`src/rtl/tlm_pkg.sv`:
```
package tlm_pkg;

  localparam int unsigned ActBits   = 16;
  localparam int unsigned AccBits   = 32;
  localparam int unsigned BiasBits  = 32;
  localparam int unsigned CodeBits  = 5;
  localparam int unsigned ColBits   = 10;
  localparam int unsigned Columns   = 1024;
  // three activations summed: two extra bits cover sum and negation
  localparam int unsigned TermBits  = ActBits + 2;
  localparam int unsigned CodeNegPos = 4;
  localparam int unsigned PatCount   = 16;

  // ternary weight digit
  typedef enum logic [1:0] {
    WtNeg  = 2'd0,
    WtZero = 2'd1,
    WtPos  = 2'd2
  } tlm_wt_e;

  // pattern index -> {digit2, digit1, digit0}; unused patterns are all zero weights
  localparam logic [5:0] PatTable [PatCount] = '{
    6'h00, 6'h01, 6'h02, 6'h04, 6'h05, 6'h06, 6'h08, 6'h09,
    6'h0A, 6'h10, 6'h11, 6'h12, 6'h14, 6'h15, 6'h15, 6'h15
  };

  typedef struct packed {
    logic signed [ActBits-1:0]  act_0;
    logic signed [ActBits-1:0]  act_1;
    logic signed [ActBits-1:0]  act_2;
    logic        [CodeBits-1:0] code;
    logic        [ColBits-1:0]  column;
    logic signed [BiasBits-1:0] bias;
    logic                       first_group;
    logic                       last_group;
  } tlm_in_t;

  typedef struct packed {
    logic        [ColBits-1:0] out_column;
    logic signed [AccBits-1:0] out_value;
  } tlm_out_t;

  // column accumulator write request
  typedef struct packed {
    logic                      en;
    logic        [ColBits-1:0] column;
    logic signed [AccBits-1:0] value;
  } tlm_wr_t;

  // accumulate stage contents
  typedef struct packed {
    logic        [ColBits-1:0]  column;
    logic signed [TermBits-1:0] term;
    logic signed [AccBits-1:0]  base;
    logic                       last_group;
  } tlm_acc_t;

endpackage

```
`src/rtl/tlm_term.sv`:
```
module tlm_term (
  input  logic signed [tlm_pkg::ActBits-1:0]  act_0_i,
  input  logic signed [tlm_pkg::ActBits-1:0]  act_1_i,
  input  logic signed [tlm_pkg::ActBits-1:0]  act_2_i,
  input  logic        [tlm_pkg::CodeBits-1:0] code_i,
  output logic signed [tlm_pkg::TermBits-1:0] term_o
);
  import tlm_pkg::*;

  logic        [5:0]          pat;
  logic signed [TermBits-1:0] part [3];
  logic signed [TermBits-1:0] ext  [3];
  logic signed [TermBits-1:0] sum;

  assign pat    = PatTable[code_i[CodeNegPos-1:0]];
  assign ext[0] = TermBits'(act_0_i);
  assign ext[1] = TermBits'(act_1_i);
  assign ext[2] = TermBits'(act_2_i);

  always_comb begin
    for (int i = 0; i < 3; i++) begin
      case (tlm_wt_e'(pat[2*i +: 2]))
        WtNeg:   part[i] = -ext[i];
        WtPos:   part[i] = ext[i];
        default: part[i] = '0;
      endcase
    end
  end

  assign sum    = part[0] + part[1] + part[2];
  assign term_o = code_i[CodeNegPos] ? -sum : sum;

endmodule

```
`config.mk`:
```
export PLATFORM = sky130hd
export DESIGN_NAME = tlm_term
export DESIGN_NICKNAME = d
export VERILOG_FILES = /design/src/rtl/tlm_pkg.sv /design/src/rtl/tlm_term.sv
export SDC_FILE = /design/constraint.sdc
export NUM_CORES = 1
export LEC_CHECK = 0
export BUFFER_PORTS_ARGS = -buffer_cell sky130_fd_sc_hd__buf_2
export CORE_ASPECT_RATIO = 1.5
export CORE_MARGIN = 4
export CORE_UTILIZATION = 60
export DETAILED_ROUTE_END_ITERATION = 16
export PLACE_DENSITY_LB_ADDON = 0.08
export SYNTH_ARGS = -nofsm -noshare
export SYNTH_HDL_FRONTEND = slang
export SYNTH_SLANG_ARGS = --single-unit
```
`constraint.sdc`:
```
create_clock -name vclk -period 13.1
set_clock_uncertainty 0.05 [all_clocks]
set_input_delay 3.275 -clock vclk [all_inputs]
set_output_delay 3.275 -clock vclk [all_outputs]
set_load 0.005 [all_outputs]
```
# Word-level counts from Yosys, hierarchy flattened
# Memory sizes are Yosys's and may differ from the RTL's.
# Cells that the tools add are included.
[totals] n_memories=1 regBits=0 romBits=96 out_inout_bits=18 word_cells=21
[mem_list] name="(name not given)" depth=16 word_bits=6 read_ports=1 rd_clocked_by_memory_dff=0 wr=0 line="tlm_term.sv:15" rtl="assign pat = PatTable[code_i[CodeNegPos-1:0]];"
[op_classes] bitwise=1 muxes=6 eq_ne=3 magnitude_cmp=1 add_sub_neg=6 n_reduce_logical=3
[op_table] cell="$pmux W18 S2" n=3
[op_table] cell="$neg A16 Y18" n=3
[op_table] cell="$add A18 B18 Y18" n=2
[op_table] cell="$mux W18" n=1
[op_table] cell="$neg A18 Y18" n=1
[op_table] cell="$mux W6" n=2
[op_table] cell="$eq A2 B2 Y1 const B" n=3
[op_table] cell="$logic_not A2 Y1" n=3
[op_table] cell="$ge A5 B5 Y1 const B" n=1
[op_table] cell="$not A4 Y5" n=1

# Logic depth before layout (Yosys ltp)
[logic_depth] depth_word=10 depth_mapped=21 ltp_nobuf=19

# Least setup slack after synthesis
# No wires, ideal clock.
[synth_path] kind="input to output" start="input port code_i[0] (netlist name)" end="output port term_o[16] (netlist name)" t_arrival_ns=7.658 t_required_ns=9.775 setup_slack_ns=2.117 cell_stages=19 path_cell_list="inv_1 > ha_1 > nand2_1 > o21ai_0 > o21ai_0 > clkbuf_1 > nand2_1 > a21boi_0 > fa_1 > ha_1 > fa_1 > a211oi_1 > nor2_1 > o21ai_1 > xor2_1 > nand2_1 > or4_4 > o41ai_2 > xnor2_1"
[synth_between] elab_chain_cells=10
[synth_rtl] item="from (decl)" line="tlm_term.sv:5" rtl="input logic [tlm_pkg::CodeBits-1:0] code_i,"
[synth_rtl] item="$not A4 Y5 (not written as such) (*)" line="tlm_term.sv:15"
[synth_rtl] item="$mem_v2 Z16 W6 (*)"
[synth_rtl] item="$mux W6 (not written as such) (*) (2 in series)" line="tlm_term.sv:15"
[synth_rtl] item="$eq A2 B2 Y1 / $logic_not A2 Y1 (equally long branches)" line="tlm_term.sv:22" rtl="case (tlm_wt_e'(pat[2*i +: 2]))"
[synth_rtl] item="$pmux W18 S2" line="tlm_term.sv:22"
[synth_rtl] item="$add A18 B18 Y18" line="tlm_term.sv:30" rtl="assign sum = part[0] + part[1] + part[2];"
[synth_rtl] item="$add A18 B18 Y18 (*)" line="tlm_term.sv:30"
[synth_rtl] item="$neg A18 Y18" line="tlm_term.sv:31" rtl="assign term_o = code_i[CodeNegPos] ? -sum : sum;"
[synth_rtl] item="$mux W18 (*)" line="tlm_term.sv:31"
[synth_rtl] item="to (decl)" line="tlm_term.sv:6" rtl="output logic signed [tlm_pkg::TermBits-1:0] term_o"
# Mark *: on every way between the ends. The rest lies on a longest branch, timed or not. The select of a mux whose other input is x is not followed.

# Worst setup path in the final report
[layout_path] start="input port code_i[0] (netlist name)" end="output port term_o[17] (netlist name)"
# Same word-level chain as after synthesis.

==> results.py <==
metrics = {
    "clock_tree": {
        "postCtsSetupBuffers": 0,
        "cts.repair.resized": 0,
        "holdBufCountCts": 0,
    },
    "route": {
        "wl_per_cell_um": 12.52,
        "initialDrtViolationCount": 208,
        "routed_via_density": 5.583,
        "drtPass1Iterations": 5,
        "wl_um": 7299,
        "via_count": 3255,
        "route.detailed.drc": 0,
        "drt.antenna.violating_nets": 0,
    },
    "yosys": {
        "synthesis.nets": 552,
        "yosys.area.top_type": "xnor2_1",
        "synth_top_area_share_pct": 12.65,
        "ys_top_cells_by_area": "xnor2_1 13%, fa_1 12%, ha_1 10%, nand2_1 8.8%, xor2_1 6.2%",
        "ys.warnings.count": 0,
        "synth_area_sq_mm": 0.003117,
        "avgSynthCellArea_sq_um": 6.835,
        "seq_area_frac_synth_pct": 0,
        "yosysUniqueCellTypes": 57,
        "synthTopCellsByCount": "73 x nand2_1, 45 x inv_1, 45 x xnor2_1, 30 x a21oi_1, 28 x nor2_1",
        "synthCells": 456,
        "synth.most_common_cell": "nand2_1",
    },
    "layout": {
        "seq_cells": 0,
        "register_area_sq_um": 0,
        "antenna-diode-count": 0,
        "syn2layout_area_growth_pct": 12.97,
        "design_area_sq_mm": 0.003521,
        "fill_cells": 471,
        "drive_above_1_share_pct": 18.38,
        "nets": 615,
        "clock_buffers": 0,
    },
    "global_route": {
        "met2_usage_pct": 46.85,
        "antenna_found_initial": 0,
        "grt_pass1_vias": 3038,
        "globalRouteMet3Util_pct": 0.5841,
        "grt_usage_pct": 23.53,
        "gr-usage-met1_pct": 28.63,
        "top_usage_layer": "met2",
        "grt_pass1_wl_um": 12650,
        "overflow": 0,
        "grt_max_degree": 19,
    },
    "timing": {
        "holdWs_ns": 6.962,
        "fin_crit_sh_pct": 88.28,
        "slew_violations": 0,
        "tns_ns": 0,
        "fmaxAchievable_mhz": 86.47,
        "grt_setup_unrepaired": "no",
        "worst_pin_slew_ns": 0.9402,
        "relSlewSlack_pct": 36.90,
        "period_needed_ns": 11.57,
        "setup_violations": 0,
        "hold_viol": 0,
    },
    "placed_design": {
        "routabilityCongestion": 0.8800,
        "io_buffer_count": 71,
        "dp_hpwl_um": 6486,
        "placed_area_sq_mm": 0.003521,
    },
    "setup_path": {
        "critPathMaxStageDelay_ns": 0.73,
        "crit_fanout": 16,
        "critPathRequiredTime_ns": 9.77,
        "crit_path_cell_trace": "buf_2 > ha_1 > nor2b_1 > o21ai_1 > nand3_1 > o21ai_0 > fa_1 > ha_1 > fa_1 > a211oi_1 > nor2_1 > o21ai_1 > nand2_1 > xor2_1 > or4_4 > o41ai_2 > xnor2_1 > buf_2",
        "start_kind": "input port",
        "critPathSlowestCell": "o21ai_1",
        "cp.arrival_ns": 8.24,
        "end_kind": "primary output",
        "crit_type": "in -> out",
    },
    "die": {
        "io_pins": 71,
        "coreArea_sq_mm": 0.004926,
        "rows": 31,
        "start_util_pct": 63.27,
        "die_area_sq_mm": 0.006435,
        "die_h_um": 96.27,
        "dieWidth_um": 66.85,
    },
    "power": {
        "power_density_mw_per_mm2": 89.72,
        "vdd_ir_drop_max_v": 0.00003112,
        "leakage_nw": 1.647,
    },
    "outcome": {
        "status": "complete, no violations",
    },
    "run": {
        "drv_cap": 0,
    },
    "min_path": {
        "worstHoldPathType": "in -> out",
    },
}
area by class of cell:
cell class	count	area [sq um]	share of cell area (%)
Inverter	45	168.9	4.797
Multi-Input combinational cell	398	2892	82.12
Tap cell	66	82.58	2.345
Timing Repair Buffer	74	377.9	10.73
metrics by stage:
step	instances	utilization [%]	setup WS (ns)	total power [mW]
floorplan	456	-	2.117	0.2353
global placement	583	71.48	1.669	0.3088
detailed placement	583	71.48	1.520	0.3158
CTS	583	71.48	1.525	0.3169
global route	583	71.48	1.163	0.3560
finish	583	71.48	1.535	0.3159
per-layer routing:
metal	up-vias	wire length [um]
li1	1709	-
met1	1477	3096
met2	67	3911
met3	2	273
met4	0	18
met5	-	0
critical path: cells and delay by family:
kind | cells | cell delay, ns
AO/OA/AOI/OAI | 5 | 1.90
XOR/XNOR | 2 | 0.33
adder cells (fa/ha/maj) | 4 | 1.38
buffers and inverters | 2 | 0.26
AND/OR/NAND/NOR | 5 | 1.08
final timing paths:
kind | start | end | cells after the start
worst max-delay path | code_i[0] | term_o[17] | 18
worst min-delay path | code_i[4] | term_o[16] | 4
power by group:
| part | internal (mW) | leakage, nW | switching [mW] |
|---|---|---|---|
| clock network | 0 | 0 | 0 |
| logic | 0.141 | 1.65 | 0.175 |
| registers | 0 | 0 | 0 |
| total | 0.141 | 1.65 | 0.175 |
cell usage in the layout (no fill, tap or decap), drive strengths merged, types with 3 or more instances in the layout:
master  instances
nor3           14
nand3          12
and3            4
nor2b           5
fa             18
nand3b          4
o41ai           4
nor4b           3
a21oi          32
buf            74
a211oi          7
or3             4
nor4            6
xnor2          45
and2            5
or2             5
a21o            4
xor2           22
o31ai           7
inv            45
or4             6
o21ai          32
ha             25
nor2           28
nand2          74
o21a            3
a32oi           3
o211ai          3
kinds of logic (layout without fill, tap and decap cells):
| group | Yosys count | after routing | synth area share, % |
|---|---|---|---|
| AO/OA/AOI/OAI | 107 | 107 | 23.00 |
| XOR/XNOR | 67 | 67 | 18.83 |
| buffers and inverters | 58 | 119 | 7.226 |
| multiplexers | 2 | 2 | 0.6423 |
| adder cells (fa/ha/maj) | 43 | 43 | 21.60 |
| AND/OR/NAND/NOR | 179 | 179 | 28.70 |
No activity file was read; power rests on OpenSTA's default activity.
